[config.mk]
export PLATFORM = sky130hd
export DESIGN_NAME = uart_register_file_rx_fifo
export DESIGN_NICKNAME = d
export VERILOG_FILES = /design/src/rtl/urf_pkg.sv /design/src/rtl/uart_register_file_rx_fifo.sv /design/src/rtl/urf_ram.sv /design/src/rtl/urf_regs.sv
export VERILOG_INCLUDE_DIRS = /design/src /design/src/rtl
export SDC_FILE = /design/constraint.sdc
export NUM_CORES = 1
export LEC_CHECK = 0
export BUFFER_PORTS_ARGS = -buffer_cell sky130_fd_sc_hd__buf_2
export CAP_MARGIN = 20
export CORE_MARGIN = 2
export CORE_UTILIZATION = 43
export CTS_BUF_LIST = sky130_fd_sc_hd__clkbuf_16
export DETAILED_ROUTE_END_ITERATION = 16
export PLACE_DENSITY = 0.66
export REMOVE_ABC_BUFFERS = 1
export SYNTH_ARGS = -nofsm -noshare
export SYNTH_HDL_FRONTEND = slang
export SYNTH_SLANG_ARGS = --single-unit
[constraint.sdc]
create_clock -name clk -period 5.09 [get_ports clk]
set_clock_uncertainty 0.2 [all_clocks]
set_input_delay 0.509 -clock clk [delete_from_list [all_inputs] [get_ports clk]]
set_output_delay 0.509 -clock clk [all_outputs]
set_load 0.01 [all_outputs]
[src/rtl/uart_register_file_rx_fifo_defines.svh]
// Assertion macros shared by the UART register block.
`ifndef UART_REGISTER_FILE_RX_FIFO_DEFINES_SVH
`define UART_REGISTER_FILE_RX_FIFO_DEFINES_SVH

// Same-cycle implication, checked outside reset.
`define URF_ASSERT_NOW(lbl, ante, cons, msg) \
  lbl: assert property (@(posedge clk) disable iff (rst) (ante) |-> (cons)) else $error(msg);

// Next-cycle implication, checked outside reset.
`define URF_ASSERT_NEXT(lbl, ante, cons, msg) \
  lbl: assert property (@(posedge clk) disable iff (rst) (ante) |=> (cons)) else $error(msg);

`endif

[src/rtl/urf_pkg.sv]
// Types and constants for the UART register block.
package urf_pkg;

  localparam logic [1:0] CMD_READ  = 2'd0;
  localparam logic [1:0] CMD_WRITE = 2'd1;
  localparam logic [1:0] CMD_RX    = 2'd2;

  localparam logic [4:0] IDX_IRQ     = 5'd0;
  localparam logic [4:0] IDX_ENABLES = 5'd1;
  localparam logic [4:0] IDX_IO      = 5'd16;
  localparam logic [4:0] IDX_IER     = 5'd17;
  localparam logic [4:0] IDX_IIR     = 5'd18;
  localparam logic [4:0] IDX_LCR     = 5'd19;
  localparam logic [4:0] IDX_MCR     = 5'd20;
  localparam logic [4:0] IDX_LSR     = 5'd21;
  localparam logic [4:0] IDX_MSR     = 5'd22;
  localparam logic [4:0] IDX_SCRATCH = 5'd23;
  localparam logic [4:0] IDX_CNTL    = 5'd24;
  localparam logic [4:0] IDX_STAT    = 5'd25;
  localparam logic [4:0] IDX_BAUD    = 5'd26;

  localparam logic [7:0] IIR_BASE   = 8'hC0;
  localparam logic [7:0] LSR_VALUE  = 8'h40;
  localparam logic [7:0] CNTL_RESET = 8'hC3;

  typedef struct packed {
    logic [1:0]  cmd;
    logic [4:0]  word_index;
    logic [31:0] wr_data;
    logic [7:0]  rx_byte;
  } urf_in_t;

  typedef struct packed {
    logic [31:0] rd_data;
    logic        tx_valid;
    logic [7:0]  tx_byte;
    logic        bus_error;
    logic        rx_accepted;
    logic        rx_dropped;
    logic        irq;
  } urf_out_t;

  // Result of the register stage; pop marks that rd_data comes from the FIFO memory.
  typedef struct packed {
    urf_out_t res;
    logic     pop;
  } urf_stage_t;

endpackage

[src/rtl/uart_register_file_rx_fifo.sv]
// Top level of the UART register block with RX byte FIFO.
//
//  channel | signals                 | direction | item
//  --------+-------------------------+-----------+--------------------------------
//  req     | req_valid, req_stall    | in        | read, write or received byte
//  rsp     | rsp_valid, rsp_stall    | out       | read data, tx byte, status flags
//
// One item per cycle while rsp is not stalled; it passes the FIFO memory read,
// then the result register. The memory stage holds the item while the memory
// read is in flight; the result register parts the two sides.
// Reset clears registers, pointers and the per-entry valid bits at once: no
// clearing pass, unwritten FIFO entries read as zero.
// req_stall rises only when both the memory stage and the result register
// are full and rsp is stalled.
module uart_register_file_rx_fifo import urf_pkg::*; #(
  parameter int FIFO_DEPTH = 8
) (
  input  logic     clk,
  input  logic     rst,
  input  logic     req_valid,
  output logic     req_stall,
  input  urf_in_t  req,
  output logic     rsp_valid,
  input  logic     rsp_stall,
  output urf_out_t rsp
);

`include "uart_register_file_rx_fifo_defines.svh"

  localparam int AW = $clog2(FIFO_DEPTH);

  logic          accept;
  urf_stage_t    stage;
  logic          ram_we, ram_re;
  logic [AW-1:0] ram_waddr, ram_raddr;
  logic [7:0]    ram_wdata, ram_rdata;

  // memory stage: item waiting for its FIFO byte
  logic          p1_valid;
  urf_stage_t    p1;
  logic          out_free;
  logic          p1_move;
  urf_out_t      merged;

  assign out_free  = ~rsp_valid | ~rsp_stall;
  assign p1_move   = p1_valid & out_free;
  assign req_stall = p1_valid & ~out_free;
  assign accept    = req_valid & ~req_stall;

  urf_regs #(
    .FIFO_DEPTH (FIFO_DEPTH),
    .AW         (AW)
  ) u_regs (
    .clk       (clk),
    .rst       (rst),
    .accept    (accept),
    .req       (req),
    .stage     (stage),
    .ram_we    (ram_we),
    .ram_waddr (ram_waddr),
    .ram_wdata (ram_wdata),
    .ram_re    (ram_re),
    .ram_raddr (ram_raddr)
  );

  // Read data register only changes on a new pop, which is only accepted while the
  // memory stage is empty or in the cycle its previous item leaves it.
  urf_ram #(
    .DEPTH (FIFO_DEPTH),
    .AW    (AW)
  ) u_ram (
    .clk     (clk),
    .rst     (rst),
    .wr_en   (ram_we),
    .wr_addr (ram_waddr),
    .wr_data (ram_wdata),
    .rd_en   (ram_re),
    .rd_addr (ram_raddr),
    .rd_data (ram_rdata)
  );

  always_comb begin
    merged = p1.res;
    if (p1.pop) begin
      merged.rd_data = {24'b0, ram_rdata};
    end
  end

  always_ff @(posedge clk) begin
    if (rst) begin
      p1_valid <= 1'b0;
    end else if (accept) begin
      p1_valid <= 1'b1;
    end else if (p1_move) begin
      p1_valid <= 1'b0;
    end
  end

  always_ff @(posedge clk) begin
    if (accept) begin
      p1 <= stage;
    end
  end

  always_ff @(posedge clk) begin
    if (rst) begin
      rsp_valid <= 1'b0;
    end else if (out_free) begin
      rsp_valid <= p1_valid;
    end
  end

  always_ff @(posedge clk) begin
    if (p1_move) begin
      rsp <= merged;
    end
  end

  `URF_ASSERT_NEXT(a_accept_fills_stage, accept, p1_valid, "accepted item missing from memory stage")
  `URF_ASSERT_NEXT(a_stage_drains, p1_move, rsp_valid, "memory stage item not delivered")
  `URF_ASSERT_NOW(a_rx_flags_excl, rsp_valid, !(rsp.rx_accepted && rsp.rx_dropped), "rx byte both accepted and dropped")
  `URF_ASSERT_NOW(a_tx_clean, rsp_valid && rsp.tx_valid, rsp.rd_data == 32'd0 && !rsp.bus_error, "tx item carries read data or error")

endmodule

[src/rtl/urf_ram.sv]
// RX FIFO byte memory, one write and one registered read port, valid bit per entry.
module urf_ram import urf_pkg::*; #(
  parameter int DEPTH = 8,
  parameter int AW    = $clog2(DEPTH)
) (
  input  logic          clk,
  input  logic          rst,
  input  logic          wr_en,
  input  logic [AW-1:0] wr_addr,
  input  logic [7:0]    wr_data,
  input  logic          rd_en,
  input  logic [AW-1:0] rd_addr,
  output logic [7:0]    rd_data
);

  logic [7:0]       mem [DEPTH];
  logic [DEPTH-1:0] written;
  logic [7:0]       rd_byte;
  logic             rd_ok;

  always_ff @(posedge clk) begin
    if (wr_en) begin
      mem[wr_addr] <= wr_data;
    end
    if (rd_en) begin
      rd_byte <= mem[rd_addr];
    end
  end

  // Never-written entries read as zero.
  always_ff @(posedge clk) begin
    if (rst) begin
      written <= '0;
      rd_ok   <= 1'b0;
    end else begin
      if (wr_en) begin
        written[wr_addr] <= 1'b1;
      end
      if (rd_en) begin
        rd_ok <= written[rd_addr];
      end
    end
  end

  assign rd_data = rd_ok ? rd_byte : 8'h00;

endmodule

[src/rtl/urf_regs.sv]
// Register file, FIFO pointers and per-item result logic.
module urf_regs import urf_pkg::*; #(
  parameter int FIFO_DEPTH = 8,
  parameter int AW         = $clog2(FIFO_DEPTH)
) (
  input  logic          clk,
  input  logic          rst,
  input  logic          accept,
  input  urf_in_t       req,
  output urf_stage_t    stage,
  output logic          ram_we,
  output logic [AW-1:0] ram_waddr,
  output logic [7:0]    ram_wdata,
  output logic          ram_re,
  output logic [AW-1:0] ram_raddr
);

  localparam int CW = $clog2(FIFO_DEPTH + 1);
  localparam int PW = CW + 1;

  logic [AW-1:0] head, head_next;
  logic [CW-1:0] count, count_next;
  logic [31:0]   enables, enables_next;
  logic          rx_int, rx_int_next;
  logic          tx_int, tx_int_next;
  logic          dlab, dlab_next;
  logic          brk, brk_next;
  logic          size, size_next;
  logic          rts, rts_next;
  logic [31:0]   scratch, scratch_next;
  logic [7:0]    cntl, cntl_next;
  logic [15:0]   baud, baud_next;
  logic          level, level_next;
  logic          pending, pending_next;

  logic          empty, full;
  logic [PW-1:0] tail_sum, tail;
  logic          wr_req, rd_req;

  assign empty    = (count == '0);
  assign full     = (count == CW'(FIFO_DEPTH));
  assign tail_sum = PW'(head) + PW'(count);
  assign tail     = (tail_sum >= PW'(FIFO_DEPTH)) ? tail_sum - PW'(FIFO_DEPTH) : tail_sum;

  always_comb begin
    head_next    = head;
    count_next   = count;
    enables_next = enables;
    rx_int_next  = rx_int;
    tx_int_next  = tx_int;
    dlab_next    = dlab;
    brk_next     = brk;
    size_next    = size;
    rts_next     = rts;
    scratch_next = scratch;
    cntl_next    = cntl;
    baud_next    = baud;
    level_next   = level;
    pending_next = pending;
    stage        = '0;
    wr_req       = 1'b0;
    rd_req       = 1'b0;

    case (req.cmd)
      CMD_READ: begin
        case (req.word_index)
          IDX_IRQ:     stage.res.rd_data = {31'b0, pending};
          IDX_ENABLES: stage.res.rd_data = enables;
          IDX_IO: begin
            if (dlab) begin
              stage.res.rd_data = {24'b0, baud[7:0]};
            end else begin
              // Byte at head comes from memory next cycle; empty FIFO is not popped.
              stage.pop = 1'b1;
              rd_req    = 1'b1;
              if (!empty) begin
                count_next = count - 1'b1;
                head_next  = (head == AW'(FIFO_DEPTH - 1)) ? '0 : head + 1'b1;
                if (count == CW'(1)) begin
                  level_next = 1'b0;
                end
              end
            end
          end
          IDX_IER: begin
            if (dlab) stage.res.rd_data = {24'b0, baud[15:8]};
            else      stage.res.rd_data = {29'b0, rx_int, tx_int, rx_int};
          end
          IDX_IIR:     stage.res.rd_data = {24'b0, IIR_BASE | {7'b0, ~pending}};
          IDX_LCR:     stage.res.rd_data = {24'b0, dlab, brk, 5'b0, size};
          IDX_MCR:     stage.res.rd_data = {30'b0, rts, 1'b0};
          IDX_LSR:     stage.res.rd_data = {24'b0, LSR_VALUE};
          IDX_MSR:     stage.res.rd_data = '0;
          IDX_SCRATCH: stage.res.rd_data = scratch;
          IDX_CNTL:    stage.res.rd_data = {24'b0, cntl};
          IDX_STAT: begin
            stage.res.rd_data = {22'b0, empty, empty, 1'b1, rts, full, 1'b0, 1'b1,
                                 1'b0, ~full, ~empty};
          end
          IDX_BAUD:    stage.res.rd_data = {16'b0, baud};
          default:     stage.res.bus_error = 1'b1;
        endcase
      end
      CMD_WRITE: begin
        case (req.word_index)
          IDX_ENABLES: enables_next = req.wr_data;
          IDX_IO: begin
            if (dlab) begin
              baud_next[7:0] = req.wr_data[7:0];
            end else begin
              stage.res.tx_valid = 1'b1;
              stage.res.tx_byte  = req.wr_data[7:0];
            end
          end
          IDX_IER: begin
            if (dlab) begin
              baud_next[15:8] = req.wr_data[7:0];
            end else begin
              tx_int_next = req.wr_data[1];
              rx_int_next = req.wr_data[0] & req.wr_data[2];
            end
          end
          IDX_IIR: begin
            // FIFO flush; level flag stays as it was
            if (req.wr_data[2:1] != 2'b00) begin
              count_next = '0;
              head_next  = '0;
            end
          end
          IDX_LCR: begin
            dlab_next = req.wr_data[7];
            brk_next  = req.wr_data[6];
            size_next = req.wr_data[0];
          end
          IDX_MCR:     rts_next     = req.wr_data[1];
          IDX_SCRATCH: scratch_next = req.wr_data;
          IDX_CNTL:    cntl_next    = req.wr_data[7:0];
          IDX_BAUD:    baud_next    = req.wr_data[15:0];
          default:     stage.res.bus_error = 1'b1;
        endcase
      end
      CMD_RX: begin
        if ((enables != '0) && rx_int) begin
          if (full) begin
            stage.res.rx_dropped = 1'b1;
          end else begin
            wr_req                = 1'b1;
            count_next            = count + 1'b1;
            level_next            = 1'b1;
            pending_next          = 1'b1;
            stage.res.rx_accepted = 1'b1;
          end
        end
      end
      default: ;
    endcase

    stage.res.irq = level_next & pending_next;
  end

  assign ram_we    = accept & wr_req;
  assign ram_waddr = tail[AW-1:0];
  assign ram_wdata = req.rx_byte;
  assign ram_re    = accept & rd_req;
  assign ram_raddr = head;

  always_ff @(posedge clk) begin
    if (rst) begin
      head    <= '0;
      count   <= '0;
      enables <= '0;
      rx_int  <= 1'b0;
      tx_int  <= 1'b0;
      dlab    <= 1'b0;
      brk     <= 1'b0;
      size    <= 1'b0;
      rts     <= 1'b0;
      scratch <= '0;
      cntl    <= CNTL_RESET;
      baud    <= '0;
      level   <= 1'b0;
      pending <= 1'b0;
    end else if (accept) begin
      head    <= head_next;
      count   <= count_next;
      enables <= enables_next;
      rx_int  <= rx_int_next;
      tx_int  <= tx_int_next;
      dlab    <= dlab_next;
      brk     <= brk_next;
      size    <= size_next;
      rts     <= rts_next;
      scratch <= scratch_next;
      cntl    <= cntl_next;
      baud    <= baud_next;
      level   <= level_next;
      pending <= pending_next;
    end
  end

endmodule

==> impl_metrics.tcl <==
set metrics [dict create \
    outcome "finished clean" \
    seqPwrFrac_pct 51.7 \
    ios 98 \
    leakage_nw 4.437 \
    synth_common_cells "edfxtp_1, nand2_1, dfxtp_1" \
    die-width_um 166.5 \
    wire_per_inst_um 18.22 \
    swShare_pct 21.66 \
    maxCapViolations 0 \
    drv_slew 0 \
    portBuffers 97 \
    rows 59 \
    clock_sinks 277 \
    die_y_um 166.5 \
    start_util_pct 43.71 \
    yosys_warnings 0 \
    grt_overflow 0 \
    grt_pass1_vias 7537 \
    cts_hold_buf 0 \
    final-setup-viol-count 0 \
    worst-path-buf-inv 2 \
    ir_drop_v 0.0002203 \
    p_switching_mw 1.015 \
    fmax_mhz 330.4 \
    drtIter0Drc 755 \
    arrival_ps 3240 \
    post-route-period-util_pct 59.46 \
    yosys.area.top_type "edfxtp_1" \
    synth_top_area_share_pct 43.09 \
    nets 1115 \
    slew_headroom_pct 44.30 \
    drive_gt1_share_pct 19.35 \
    syn_avg_cell_area_um2 11.75 \
    ys_seq_area_share_pct 63.19 \
    utilization_pct 50.53 \
    coreArea_um2 25980 \
    hp-class "input port to flop" \
    setup.worst_path.end_class "flop" \
    syn_area_um2 11360 \
    synth_edf_count 163 \
    dieArea_um2 27730 \
    required_ps 5300 \
    critical_path.max_stage_delay_ps 630 \
    cp_max_fo 31 \
    path_class "flop to flop" \
    intPower_mw 3.669 \
    synth_most_common_cell "edfxtp_1" \
    nFillCells 2314 \
    placed_cells 1357 \
    synth_cell_types 63 \
    min_period_ps 3027 \
    routed-via-count 7689 \
    dp_hpwl_um 16470 \
    antenna_left 0 \
    n_antenna_cell 0 \
    path_delay_family "buffers and inverters" \
    cts_tree "done" \
    yosys-top-cells-area "edfxtp_1, dfxtp_1, nand2_1" \
    cts-root-buf "clkbuf_16" \
    cts_buffer_depth 3 \
    wl_um 25700 \
    grt_usage_pct 18.46 \
    grt_max_degree 78 \
    area_growth_pct 15.60 \
    antenna_found_initial 0 \
    cts_buffers 29 \
    fin_setup_tns_ps 0 \
    ys.flop_type "edfxtp_1" \
    post_cts_buffers 0 \
    instances_no_fill 1410 \
    p_clk_share_pct 43.5 \
    cts_resized 0 \
    combPwrFrac_pct 4.8 \
    ys_seq_elements 277 \
    cp_cell_sequence "nand3_1 > nand2_1 > inv_2 > buf_4 > and3_1 > nor2b_1 > a211o_1" \
    remaining_drc_errors 0 \
    grt_pass1_wl_um 41470 \
    clock_latency_ps 530 \
    final_hold_viol_count 0 \
    worst_pin_slew_ps 835.5 \
    crit_slowest_cell "inv_2" \
    synthCells 967 \
    h-tree-depth 1 \
    power_density_nw_per_um2 356.7 \
    start_kind "flop" \
    rsz0062_at_grt "false" \
    vias_per_cell 5.453 \
    cts.clk_slew.worst_paths_ps 60 \
    async_flop_share_pct 0 \
    finalWeightedCongestion 0.8408 \
    dr.pass1.iters 7 \
]
[layer usage]
layer | up-vias | share of wire, % | GRT usage (%)
met3 | 47 | 6.0 | 2.780
met2 | 228 | 46 | 28.87
met5 | - | 0 | 0
met4 | 0 | 2.4 | 5.285
met1 | 3723 | 46 | 26.89
li1 | 3691 | - | -
[layout by cell type (no fill, tap or decap), drive strengths merged, types with 6 or more instances in the layout]
cell,n
nor4,13
mux2,9
a222oi,13
inv,32
nand2,152
a211oi,11
a31oi,8
a22oi,20
mux4,18
edfxtp,163
a21oi,76
buf,120
nor2b,37
a221oi,6
dfxtp,114
nand3,12
nor2,66
o21ai,15
ha,10
mux2i,31
clkbuf,29
and2,11
clkinv,13
nor3,19
nand2b,12
[final cells by class]
class	count	area, um2	area share [%]
flip-flops and latches	277	7177	54.66
multi-input cells	600	3856	29.37
clock buffers	29	725.7	5.527
repair buffers	120	660.6	5.031
well taps	335	419.2	3.192
clock inverters	24	197.7	1.506
inverters	25	93.84	0.7147
[power by group through the flow]
stage               logic, mW  registers [mW]  clock network [mW]
floorplan              0.0922            2.48                   0
global placement        0.224            2.47                   0
detailed placement      0.226            2.47                   0
CTS                     0.227            2.42                2.07
global route            0.249            2.42                2.17
finish                  0.226            2.42                2.04
[final timing paths]
kind	slack, ps	from	to	depth (start not counted)
worst max register to register	2060	rsp_valid$_SDFFE_PP0P_	u_regs.cntl[0]$_SDFFE_PP1P_	7
worst min-delay path	30	req[36]	u_regs.enables[28]$_SDFFE_PP0P_	3
worst max-delay path	2060	rsp_valid$_SDFFE_PP0P_	u_regs.cntl[0]$_SDFFE_PP1P_	7
worst min register to register	220	merged[12]$_SDFFCE_PN0P_	rsp[12]$_DFFE_PP_	0
[logic make-up after synthesis]
logic type	count (synthesis)	share of synthesized area [%]
AND/OR/NAND/NOR	346	14.20
XOR/XNOR	3	0.2314
buffers and inverters	90	3.150
AO/OA/AOI/OAI	181	10.64
adder cells (fa/ha/maj)	12	1.366
flip-flops	277	63.19
multiplexers	58	7.226
[flip-flops by register name, indices dropped and copies added, names as in the netlist]
name	cells
u_regs.dlab	1
u_ram.rd_byte	8
u_ram.mem	64
u_regs.baud	16
merged	13
u_ram.written	8
rsp	45
u_regs.count	4
u_regs.rx_int	1
u_regs.pending	1
p1	33
u_regs.size	1
rsp_valid	1
u_regs.scratch	32
p1_valid	1
u_regs.level	1
u_regs.tx_int	1
u_regs.enables	32
u_regs.rts	1
u_regs.ram_raddr	3
u_regs.cntl	8
u_regs.brk	1
u_ram.rd_ok	1
[through the flow]
step                      cell area, um2  power [mW]  hold WS [ps]  setup WS (ps)
final                              13130       4.684         27.89           2063
after global routing               13130       4.841         12.42           1824
after CTS                          13130       4.722         8.678           2060
after detailed placement           12210       2.696         204.5           1801
after global placement             12210       2.693         202.1           1919
after floorplan                    11090       2.574         200.3          557.0
[worst reg2reg max path: stages (launching register included)]
cell,delay [ps]
dfxtp_1,350
nand3_1,160
nand2_1,180
inv_2,630
buf_4,430
and3_1,560
nor2b_1,110
a211o_1,300
Power figures use the tool's default switching activity.
